[src/rtl/core/assert_macros.svh]
// Assertion macros shared by the camera follow dead-zone RTL.
`ifndef ASSERT_MACROS_SVH
`define ASSERT_MACROS_SVH
`ifndef SYNTHESIS
`define CFDZ_ASSERT(lbl, prop) \
  lbl: assert property (@(posedge clk_i) disable iff (!rst_ni) prop) \
    else $error("cfdz assertion failed");
`define CFDZ_ASSERT_RST(lbl, prop) \
  lbl: assert property (@(posedge clk_i) prop) \
    else $error("cfdz reset assertion failed");
`else
`define CFDZ_ASSERT(lbl, prop)
`define CFDZ_ASSERT_RST(lbl, prop)
`endif
`endif

[src/rtl/core/cfdz_pkg.sv]
// Types and codes shared by the camera follow dead-zone modules.
package cfdz_pkg;

  localparam int unsigned CFG_IDX_W = 3;

  typedef enum logic [CFG_IDX_W-1:0] {
    REG_HALF_VIEW_W = 3'd0,
    REG_HALF_VIEW_H = 3'd1,
    REG_PAD_X       = 3'd2,
    REG_PAD_Y       = 3'd3,
    REG_WORLD_MIN_X = 3'd4,
    REG_WORLD_MIN_Y = 3'd5,
    REG_WORLD_MAX_X = 3'd6,
    REG_WORLD_MAX_Y = 3'd7
  } cfg_reg_e;

  typedef enum logic {
    REQ_POINT = 1'b0,
    REQ_SET   = 1'b1
  } req_e;

  // Box tracker control: fold a corner in, and whether it closes the box.
  typedef struct packed {
    logic upd;
    logic last;
  } box_ctl_t;

endpackage

[src/rtl/core/cfdz_if.sv]
// Channel interfaces: corner/set items in, view results out, register writes.
interface cfdz_point_if #(
  parameter int unsigned COORD_BITS = 24
);
  logic                  valid;
  logic                  ready;
  logic                  req_type;
  logic [COORD_BITS-1:0] point_x;
  logic [COORD_BITS-1:0] point_y;
  logic                  last_point;

  modport source (output valid, req_type, point_x, point_y, last_point, input ready);
  modport sink   (input valid, req_type, point_x, point_y, last_point, output ready);
endinterface

interface cfdz_view_if #(
  parameter int unsigned COORD_BITS = 24
);
  logic                  valid;
  logic                  ready;
  logic [COORD_BITS-1:0] center_x;
  logic [COORD_BITS-1:0] center_y;
  logic                  moved;

  modport source (output valid, center_x, center_y, moved, input ready);
  modport sink   (input valid, center_x, center_y, moved, output ready);
endinterface

interface cfdz_cfg_if #(
  parameter int unsigned COORD_BITS = 24
);
  logic                         valid;
  logic                         ready;
  logic [cfdz_pkg::CFG_IDX_W-1:0] index;
  logic [COORD_BITS-1:0]        data;

  modport source (output valid, index, data, input ready);
  modport sink   (input valid, index, data, output ready);
endinterface

[src/rtl/core/cfdz_box.sv]
// Running bounding box of the corner points of the current box.
module cfdz_box #(
  parameter int unsigned COORD_BITS = 24
) (
  input  logic                          clk_i,
  input  logic                          rst_ni,
  input  cfdz_pkg::box_ctl_t            ctl_i,
  input  logic signed [COORD_BITS-1:0]  px_i,
  input  logic signed [COORD_BITS-1:0]  py_i,
  output logic signed [COORD_BITS-1:0]  left_o,
  output logic signed [COORD_BITS-1:0]  right_o,
  output logic signed [COORD_BITS-1:0]  top_o,
  output logic signed [COORD_BITS-1:0]  bottom_o
);
  import cfdz_pkg::*;

  logic signed [COORD_BITS-1:0] left_q, right_q, top_q, bottom_q;
  logic                         first_q;

  // Edges including the current corner; the first corner seeds the box.
  always_comb begin
    if (first_q) begin
      left_o   = px_i;
      right_o  = px_i;
      top_o    = py_i;
      bottom_o = py_i;
    end else begin
      left_o   = (px_i < left_q)   ? px_i : left_q;
      right_o  = (px_i > right_q)  ? px_i : right_q;
      top_o    = (py_i < top_q)    ? py_i : top_q;
      bottom_o = (py_i > bottom_q) ? py_i : bottom_q;
    end
  end

  always_ff @(posedge clk_i) begin
    if (ctl_i.upd) begin
      left_q   <= left_o;
      right_q  <= right_o;
      top_q    <= top_o;
      bottom_q <= bottom_o;
    end
  end

  always_ff @(posedge clk_i or negedge rst_ni) begin
    if (!rst_ni) begin
      first_q <= 1'b1;
    end else if (ctl_i.upd) begin
      first_q <= ctl_i.last;
    end
  end

endmodule

[src/rtl/core/cfdz_axis.sv]
// One axis: dead-zone pull of the centre, world clamp and saturation.
module cfdz_axis #(
  parameter int unsigned COORD_BITS = 24
) (
  input  logic signed [COORD_BITS-1:0] center_i,
  input  logic        [COORD_BITS-2:0] half_i,
  input  logic        [COORD_BITS-2:0] pad_i,
  input  logic signed [COORD_BITS-1:0] lo_i,
  input  logic signed [COORD_BITS-1:0] hi_i,
  input  logic signed [COORD_BITS-1:0] wmin_i,
  input  logic signed [COORD_BITS-1:0] wmax_i,
  output logic                         moved_o,
  output logic signed [COORD_BITS-1:0] center_o
);
  localparam int unsigned W = COORD_BITS + 4;

  logic signed [W-1:0] c_w, h_w, p_w, lo_w, hi_w, wmin_w, wmax_w;
  logic signed [W-1:0] near_lo, near_hi, n_pull, n_clmp;
  logic signed [W-1:0] lim_max, lim_min;
  logic                pull_lo, pull_hi;

  assign c_w    = {{(W-COORD_BITS){center_i[COORD_BITS-1]}}, center_i};
  assign h_w    = {{(W-COORD_BITS+1){1'b0}}, half_i};
  assign p_w    = {{(W-COORD_BITS+1){1'b0}}, pad_i};
  assign lo_w   = {{(W-COORD_BITS){lo_i[COORD_BITS-1]}}, lo_i};
  assign hi_w   = {{(W-COORD_BITS){hi_i[COORD_BITS-1]}}, hi_i};
  assign wmin_w = {{(W-COORD_BITS){wmin_i[COORD_BITS-1]}}, wmin_i};
  assign wmax_w = {{(W-COORD_BITS){wmax_i[COORD_BITS-1]}}, wmax_i};

  assign lim_max = {{(W-COORD_BITS+1){1'b0}}, {(COORD_BITS-1){1'b1}}};
  assign lim_min = {{(W-COORD_BITS+1){1'b1}}, {(COORD_BITS-1){1'b0}}};

  assign near_lo = lo_w - (c_w - h_w);
  assign near_hi = (c_w + h_w) - hi_w;
  assign pull_lo = p_w > near_lo;
  assign pull_hi = p_w > near_hi;
  assign moved_o = pull_lo | pull_hi;

  // Right/bottom pull overrides left/top; max clamp overrides min clamp.
  always_comb begin
    n_pull = c_w;
    if (pull_lo) begin
      n_pull = lo_w + h_w - p_w;
    end
    if (pull_hi) begin
      n_pull = hi_w - h_w + p_w;
    end
    n_clmp = n_pull;
    if (n_pull - h_w < wmin_w) begin
      n_clmp = wmin_w + h_w;
    end
    if (n_clmp + h_w > wmax_w) begin
      n_clmp = wmax_w - h_w;
    end
    if (n_clmp > lim_max) begin
      center_o = {1'b0, {(COORD_BITS-1){1'b1}}};
    end else if (n_clmp < lim_min) begin
      center_o = {1'b1, {(COORD_BITS-1){1'b0}}};
    end else begin
      center_o = n_clmp[COORD_BITS-1:0];
    end
  end

endmodule

[src/rtl/core/camera_follow_dead_zone_core.sv]
// Flow: an accepted item is held in the input register; a set item or the last
// corner of a box then has its result presented from the result register.
// Throughput: one item per cycle while no result waits on a stalled output; an
// item's box, dead-zone pull and clamp are combinational between the two registers.
// Reset: clears registers to 0, view centre to 0, opens a new box, empties
// both stages. Register writes are never stalled (ready held high).
`include "assert_macros.svh"

module camera_follow_dead_zone_core #(
  parameter int unsigned COORD_BITS = 24
) (
  input  logic         clk_i,
  input  logic         rst_ni,
  cfdz_point_if.sink   pt_i,
  cfdz_view_if.source  view_o,
  cfdz_cfg_if.sink     cfg_i
);
  import cfdz_pkg::*;

  // Configuration registers
  logic        [COORD_BITS-2:0] half_w_q, half_h_q, pad_x_q, pad_y_q;
  logic signed [COORD_BITS-1:0] wmin_x_q, wmin_y_q, wmax_x_q, wmax_y_q;

  assign cfg_i.ready = 1'b1;

  always_ff @(posedge clk_i or negedge rst_ni) begin
    if (!rst_ni) begin
      half_w_q <= '0;
      half_h_q <= '0;
      pad_x_q  <= '0;
      pad_y_q  <= '0;
      wmin_x_q <= '0;
      wmin_y_q <= '0;
      wmax_x_q <= '0;
      wmax_y_q <= '0;
    end else if (cfg_i.valid) begin
      unique case (cfg_reg_e'(cfg_i.index))
        REG_HALF_VIEW_W: half_w_q <= cfg_i.data[COORD_BITS-2:0];
        REG_HALF_VIEW_H: half_h_q <= cfg_i.data[COORD_BITS-2:0];
        REG_PAD_X:       pad_x_q  <= cfg_i.data[COORD_BITS-2:0];
        REG_PAD_Y:       pad_y_q  <= cfg_i.data[COORD_BITS-2:0];
        REG_WORLD_MIN_X: wmin_x_q <= cfg_i.data;
        REG_WORLD_MIN_Y: wmin_y_q <= cfg_i.data;
        REG_WORLD_MAX_X: wmax_x_q <= cfg_i.data;
        REG_WORLD_MAX_Y: wmax_y_q <= cfg_i.data;
        default: ;
      endcase
    end
  end

  // Input register
  logic                         s1_vld_q;
  req_e                         s1_req_q;
  logic signed [COORD_BITS-1:0] s1_px_q, s1_py_q;
  logic                         s1_last_q;

  // Result register
  logic                         out_vld_q;
  logic signed [COORD_BITS-1:0] out_cx_q, out_cy_q;
  logic                         out_moved_q;

  logic signed [COORD_BITS-1:0] ctr_x_q, ctr_y_q;

  logic     yields, adv, take;
  box_ctl_t box_ctl;

  assign yields      = (s1_req_q == REQ_SET) | s1_last_q;
  assign adv         = s1_vld_q & (~yields | ~out_vld_q | view_o.ready);
  assign pt_i.ready  = ~s1_vld_q | adv;
  assign take        = pt_i.valid & pt_i.ready;

  always_ff @(posedge clk_i or negedge rst_ni) begin
    if (!rst_ni) begin
      s1_vld_q <= 1'b0;
    end else if (pt_i.ready) begin
      s1_vld_q <= pt_i.valid;
    end
  end

  always_ff @(posedge clk_i) begin
    if (take) begin
      s1_req_q  <= req_e'(pt_i.req_type);
      s1_px_q   <= pt_i.point_x;
      s1_py_q   <= pt_i.point_y;
      s1_last_q <= pt_i.last_point;
    end
  end

  assign box_ctl.upd  = adv & (s1_req_q == REQ_POINT);
  assign box_ctl.last = s1_last_q;

  logic signed [COORD_BITS-1:0] bx_l, bx_r, bx_t, bx_b;

  cfdz_box #(.COORD_BITS(COORD_BITS)) u_box (
    .clk_i    (clk_i),
    .rst_ni   (rst_ni),
    .ctl_i    (box_ctl),
    .px_i     (s1_px_q),
    .py_i     (s1_py_q),
    .left_o   (bx_l),
    .right_o  (bx_r),
    .top_o    (bx_t),
    .bottom_o (bx_b)
  );

  logic                         mv_x, mv_y, mv;
  logic signed [COORD_BITS-1:0] new_x, new_y;

  cfdz_axis #(.COORD_BITS(COORD_BITS)) u_axis_x (
    .center_i (ctr_x_q),
    .half_i   (half_w_q),
    .pad_i    (pad_x_q),
    .lo_i     (bx_l),
    .hi_i     (bx_r),
    .wmin_i   (wmin_x_q),
    .wmax_i   (wmax_x_q),
    .moved_o  (mv_x),
    .center_o (new_x)
  );

  cfdz_axis #(.COORD_BITS(COORD_BITS)) u_axis_y (
    .center_i (ctr_y_q),
    .half_i   (half_h_q),
    .pad_i    (pad_y_q),
    .lo_i     (bx_t),
    .hi_i     (bx_b),
    .wmin_i   (wmin_y_q),
    .wmax_i   (wmax_y_q),
    .moved_o  (mv_y),
    .center_o (new_y)
  );

  // A pull on either axis clamps both axes.
  assign mv = mv_x | mv_y;

  logic signed [COORD_BITS-1:0] ctr_x_d, ctr_y_d;
  logic                         moved_d;

  always_comb begin
    ctr_x_d = ctr_x_q;
    ctr_y_d = ctr_y_q;
    moved_d = 1'b0;
    if (s1_req_q == REQ_SET) begin
      ctr_x_d = s1_px_q;
      ctr_y_d = s1_py_q;
    end else if (s1_last_q && mv) begin
      ctr_x_d = new_x;
      ctr_y_d = new_y;
      moved_d = 1'b1;
    end
  end

  always_ff @(posedge clk_i or negedge rst_ni) begin
    if (!rst_ni) begin
      ctr_x_q <= '0;
      ctr_y_q <= '0;
    end else if (adv) begin
      ctr_x_q <= ctr_x_d;
      ctr_y_q <= ctr_y_d;
    end
  end

  always_ff @(posedge clk_i or negedge rst_ni) begin
    if (!rst_ni) begin
      out_vld_q <= 1'b0;
    end else if (adv && yields) begin
      out_vld_q <= 1'b1;
    end else if (view_o.ready) begin
      out_vld_q <= 1'b0;
    end
  end

  always_ff @(posedge clk_i) begin
    if (adv && yields) begin
      out_cx_q    <= ctr_x_d;
      out_cy_q    <= ctr_y_d;
      out_moved_q <= moved_d;
    end
  end

  assign view_o.valid    = out_vld_q;
  assign view_o.center_x = out_cx_q;
  assign view_o.center_y = out_cy_q;
  assign view_o.moved    = out_moved_q;

  `CFDZ_ASSERT(a_set_gives_unmoved, adv && s1_req_q == REQ_SET |=> out_vld_q && !out_moved_q)
  `CFDZ_ASSERT(a_mid_point_silent, adv && !yields && (!out_vld_q || view_o.ready) |=> !out_vld_q)
  `CFDZ_ASSERT(a_full_stage_blocks, s1_vld_q && !adv |-> !pt_i.ready)
  `CFDZ_ASSERT(a_moved_only_on_last, adv && yields && moved_d |-> s1_req_q == REQ_POINT && s1_last_q)
  `CFDZ_ASSERT_RST(a_reset_empty, !rst_ni |-> !out_vld_q && !s1_vld_q)

endmodule
[src/flat_wrapper.sv]
// flat-port wrapper written by rule: the top's interface ports become plain ports
module camera_follow_dead_zone_core_flat import cfdz_pkg::*;
#(
  parameter int unsigned COORD_BITS = 24
)
  (clk_i, rst_ni, pt_i_valid, pt_i_req_type, pt_i_point_x, pt_i_point_y, pt_i_last_point, pt_i_ready, view_o_valid, view_o_center_x, view_o_center_y, view_o_moved, view_o_ready, cfg_i_valid, cfg_i_index, cfg_i_data, cfg_i_ready);
  cfdz_point_if #(.COORD_BITS(COORD_BITS)) pt_i_i ();
  cfdz_view_if #(.COORD_BITS(COORD_BITS)) view_o_i ();
  cfdz_cfg_if #(.COORD_BITS(COORD_BITS)) cfg_i_i ();
  input  logic clk_i;
  input  logic rst_ni;
  input wire logic [$bits(pt_i_i.valid)-1:0] pt_i_valid;
  input wire logic [$bits(pt_i_i.req_type)-1:0] pt_i_req_type;
  input wire logic [$bits(pt_i_i.point_x)-1:0] pt_i_point_x;
  input wire logic [$bits(pt_i_i.point_y)-1:0] pt_i_point_y;
  input wire logic [$bits(pt_i_i.last_point)-1:0] pt_i_last_point;
  output wire logic [$bits(pt_i_i.ready)-1:0] pt_i_ready;
  output wire logic [$bits(view_o_i.valid)-1:0] view_o_valid;
  output wire logic [$bits(view_o_i.center_x)-1:0] view_o_center_x;
  output wire logic [$bits(view_o_i.center_y)-1:0] view_o_center_y;
  output wire logic [$bits(view_o_i.moved)-1:0] view_o_moved;
  input wire logic [$bits(view_o_i.ready)-1:0] view_o_ready;
  input wire logic [$bits(cfg_i_i.valid)-1:0] cfg_i_valid;
  input wire logic [$bits(cfg_i_i.index)-1:0] cfg_i_index;
  input wire logic [$bits(cfg_i_i.data)-1:0] cfg_i_data;
  output wire logic [$bits(cfg_i_i.ready)-1:0] cfg_i_ready;
  assign pt_i_i.valid = pt_i_valid;
  assign pt_i_i.req_type = pt_i_req_type;
  assign pt_i_i.point_x = pt_i_point_x;
  assign pt_i_i.point_y = pt_i_point_y;
  assign pt_i_i.last_point = pt_i_last_point;
  assign pt_i_ready = pt_i_i.ready;
  assign view_o_valid = view_o_i.valid;
  assign view_o_center_x = view_o_i.center_x;
  assign view_o_center_y = view_o_i.center_y;
  assign view_o_moved = view_o_i.moved;
  assign view_o_i.ready = view_o_ready;
  assign cfg_i_i.valid = cfg_i_valid;
  assign cfg_i_i.index = cfg_i_index;
  assign cfg_i_i.data = cfg_i_data;
  assign cfg_i_ready = cfg_i_i.ready;
  camera_follow_dead_zone_core #(.COORD_BITS(COORD_BITS)) u_core (.clk_i(clk_i), .rst_ni(rst_ni), .pt_i(pt_i_i), .view_o(view_o_i), .cfg_i(cfg_i_i));
endmodule
[config.mk]
export PLATFORM = sky130hd
export DESIGN_NAME = camera_follow_dead_zone_core_flat
export DESIGN_NICKNAME = d
export VERILOG_FILES = /design/src/rtl/core/cfdz_pkg.sv /design/src/rtl/core/cfdz_if.sv /design/src/rtl/core/cfdz_box.sv /design/src/rtl/core/cfdz_axis.sv /design/src/rtl/core/camera_follow_dead_zone_core.sv /design/src/flat_wrapper.sv
export VERILOG_INCLUDE_DIRS = /design/src /design/src/rtl/core
export SDC_FILE = /design/constraint.sdc
export NUM_CORES = 2
export LEC_CHECK = 0
export BUFFER_PORTS_ARGS = -buffer_cell sky130_fd_sc_hd__buf_2
export CORE_MARGIN = 1.5
export CORE_UTILIZATION = 30
export DETAILED_ROUTE_END_ITERATION = 8
export GPL_TIMING_DRIVEN = 0
export PLACE_DENSITY = 0.53
export SYNTH_ARGS = -nofsm -noshare
export SYNTH_HDL_FRONTEND = slang
export SYNTH_HIERARCHICAL = 1
export SYNTH_SLANG_ARGS = --single-unit
[constraint.sdc]
create_clock -name clk_i -period 22.3 [get_ports clk_i]
set_input_delay 4.46 -clock clk_i [delete_from_list [all_inputs] [get_ports clk_i]]
set_output_delay 4.46 -clock clk_i [all_outputs]
set_load 0.05 [all_outputs]
==> flow_metrics.tcl <==
set metrics [dict create \
    outcome "finished clean" \
    grtUsageTotal_pct 20.58 \
    max_stage_delay_ns 0.55 \
    start_util_pct 30.27 \
    core_um2 174400 \
    syn_nets 6949 \
    finalMaxSlewViolations 0 \
    ys_top_cells_by_count "inv_1, ha_1, a21oi_1" \
    start_kind "flop" \
    worst-path-max-fanout 10 \
    slew_headroom_pct 22.77 \
    io_buffers 128 \
    critPathKind "reg -> reg" \
    fin_crit_sh_pct 94.90 \
    cp.required_ns 22.71 \
    synthTopCellsByArea "ha_1, dfrtp_1, edfxtp_1" \
    cts_buffers 57 \
    setup_tns_ns 0 \
    crit_path_end_kind "flop" \
    grt_first_pass_wirelength_um 278100 \
    firstDrtPassIters 6 \
    avgSynthCellArea_um2 8.821 \
    finalClockSkew_ns 0.04184 \
    vias_per_cell 5.346 \
    arrival_ns 21.57 \
    synth_top_area_share_pct 16.35 \
    num_vias 45900 \
    cts_root_buf "clkbuf_16" \
    postRouteWirelength_um 190400 \
    drive_above_1_share_pct 12.18 \
    synthFlopType "dfrtp_1" \
    nNetsFinal 7173 \
    seq_area_frac_synth_pct 22.42 \
    maxCapViolations 0 \
    clk_latency_ns 0.70 \
    yosysMostFrequentCell "inv_1" \
    ys_warn_count 6 \
    tightest_slew_ns 1.146 \
    cts_tree "done" \
    fin_crit_ns 21.16 \
    drtAntennaViolNets 0 \
    final_core_util_pct 33.98 \
    dp.cells 8446 \
    synth_cell_type_count 123 \
    ys_ff_latch 434 \
    synthArstFlopShare_pct 55.07 \
    syn_inst 5985 \
    fp.dieW_um 422.5 \
    final-setup-viol-count 0 \
    cp_slowest_cell "o21ai_1" \
    finalWeightedCongestion 0.9539 \
    antenna_found_initial 22 \
    die_h_um 422.5 \
    cts.clk_slew.worst_paths_ns 0.06 \
    dpl.hpwl_um 159500 \
    row_count 153 \
    drtIter0Drc 3362 \
    min_path_type "reg -> reg" \
    layout.cells.non_filler 8586 \
    ios 134 \
    drc 0 \
    synth-edff-count 195 \
    syn-cell-area_um2 52790 \
    cts_max_level 2 \
    gr-total-overflow 0 \
    synthToLayoutAreaGrowth_pct 12.25 \
    cts_sinks 434 \
    synth_top_cell_by_area "ha_1" \
    grt_pass1_vias 44740 \
    ctsHoldBuffers 0 \
    wl_per_cell_um 22.17 \
    fmax_mhz 47.25 \
    cts.path.max_buffers 3 \
    grt_start_max_net_pins 101 \
    rsz0062_at_grt "false" \
    dieArea_um2 178500 \
    hold_viol_final 0 \
]
==> logic make-up (layout without fill, tap and decap cells) <==
group | after synthesis | after routing | synth area share (%)
mux | 318 | 318 | 6.615
buf+inv | 1086 | 1355 | 8.141
flops | 434 | 434 | 22.42
xor+xnor | 304 | 304 | 5.043
fa+ha+maj | 882 | 882 | 23.63
other cells | 1 | 7 | 0.007103
simple gates | 1325 | 1325 | 12.74
compound gates | 1635 | 1636 | 21.40
==> per-stage QoR <==
stage          worst slack [ns]  area (um^2)  hold WS, ns
5_1_grt                 0.01273        59250       0.5503
3_3_place_gp             -1.882        56340       0.5130
3_5_place_dp             -1.772        56560       0.5205
2_1_floorplan             4.845        52790       0.4794
6_report                  1.137        59260       0.5287
4_1_cts                 0.01224        58720       0.5335
==> timing repair <==
item,in CTS,in global routing
endpoints found under the setup margin,96,96
pin swaps,2,19
cloned,0,1
gates resized for setup,34,117
setup buffers,4,25
==> critical path: cells and delay by family (launching register included) <==
family	cells	cell delay [ns]
compound gates	35	9.15
simple gates	22	5.19
fa+ha+maj	8	2.69
buf+inv	8	2.33
mux	2	0.55
flops	1	0.54
xor+xnor	3	0.39
==> layout by cell type (no fill, tap or decap), drive strengths merged, types with 14 or more instances in the layout <==
cell | synthesis | final
buf | 77 | 242
nand3 | 145 | 145
dfrtp | 238 | 238
or2 | 23 | 23
and2 | 26 | 26
nand2b | 121 | 121
o21a | 80 | 80
a31oi | 37 | 37
o311ai | 14 | 14
a221oi | 41 | 41
edfxtp | 195 | 195
clkinv | 0 | 17
clkbuf | 95 | 165
nor2b | 56 | 56
o31ai | 67 | 67
mux2 | 234 | 234
nor4 | 49 | 49
o21ai | 271 | 271
and3 | 66 | 66
a21oi | 427 | 427
mux2i | 84 | 84
a21boi | 71 | 71
a2bb2oi | 52 | 52
nand4 | 85 | 85
inv | 914 | 919
o22ai | 32 | 32
a21o | 167 | 167
a211o | 16 | 16
nor3 | 92 | 92
fa | 192 | 192
a211oi | 45 | 45
xnor2 | 189 | 189
o211ai | 97 | 97
ha | 690 | 690
o21bai | 62 | 62
nor2 | 258 | 258
or3 | 34 | 34
nand2 | 324 | 324
xor2 | 115 | 115
a32oi | 29 | 29
==> final cells by class <==
type                    instances  area (um^2)
fillers                     18090       115100
diodes                          6        15.01
clock inverters                34        474.2
inverters                     914         3431
plain buffers                 171        902.1
multi-input cells            4466        37060
clock buffers                  71         1580
well taps                    2325         2909
flip-flops and latches        434        11840
repair buffers                165         1051
==> final timing paths <==
path                                           startpoint                                    to  slack [ns]  cells after the start
setup / recovery             u_core/s1_px_q[23]$_DFFE_PP_  u_core/view_o.center_x[13]$_DFFE_PP_        1.14                     78
hold / removal             u_core/wmin_x_q[6]$_DFFE_PN0P_        u_core/wmin_x_q[6]$_DFFE_PN0P_        0.53                      1
setup reg to reg             u_core/s1_px_q[23]$_DFFE_PP_  u_core/view_o.center_x[13]$_DFFE_PP_        1.14                     78
hold reg to reg            u_core/wmin_x_q[6]$_DFFE_PN0P_        u_core/wmin_x_q[6]$_DFFE_PN0P_        0.53                      1
max in group asynchronous                          rst_ni       u_core/wmax_y_q[23]$_DFFE_PN0P_       17.23                      3
min in group asynchronous                          rst_ni        u_core/pad_x_q[17]$_DFFE_PN0P_        3.65                      1
==> routing by layer <==
| layer | GRT usage, % | vias to the layer above | part of all wire [%] |
|---|---|---|---|
| li1 | - | 21830 | - |
| met1 | 28.89 | 22410 | 47 |
| met2 | 32.23 | 1371 | 43 |
| met3 | 2.714 | 262 | 5.5 |
| met4 | 7.194 | 32 | 4.0 |
| met5 | 0 | - | 0.10 |
Power is left out: the tool's default activity adds up to more than one toggle a clock period on the data nets, which glitch-free logic cannot reach.
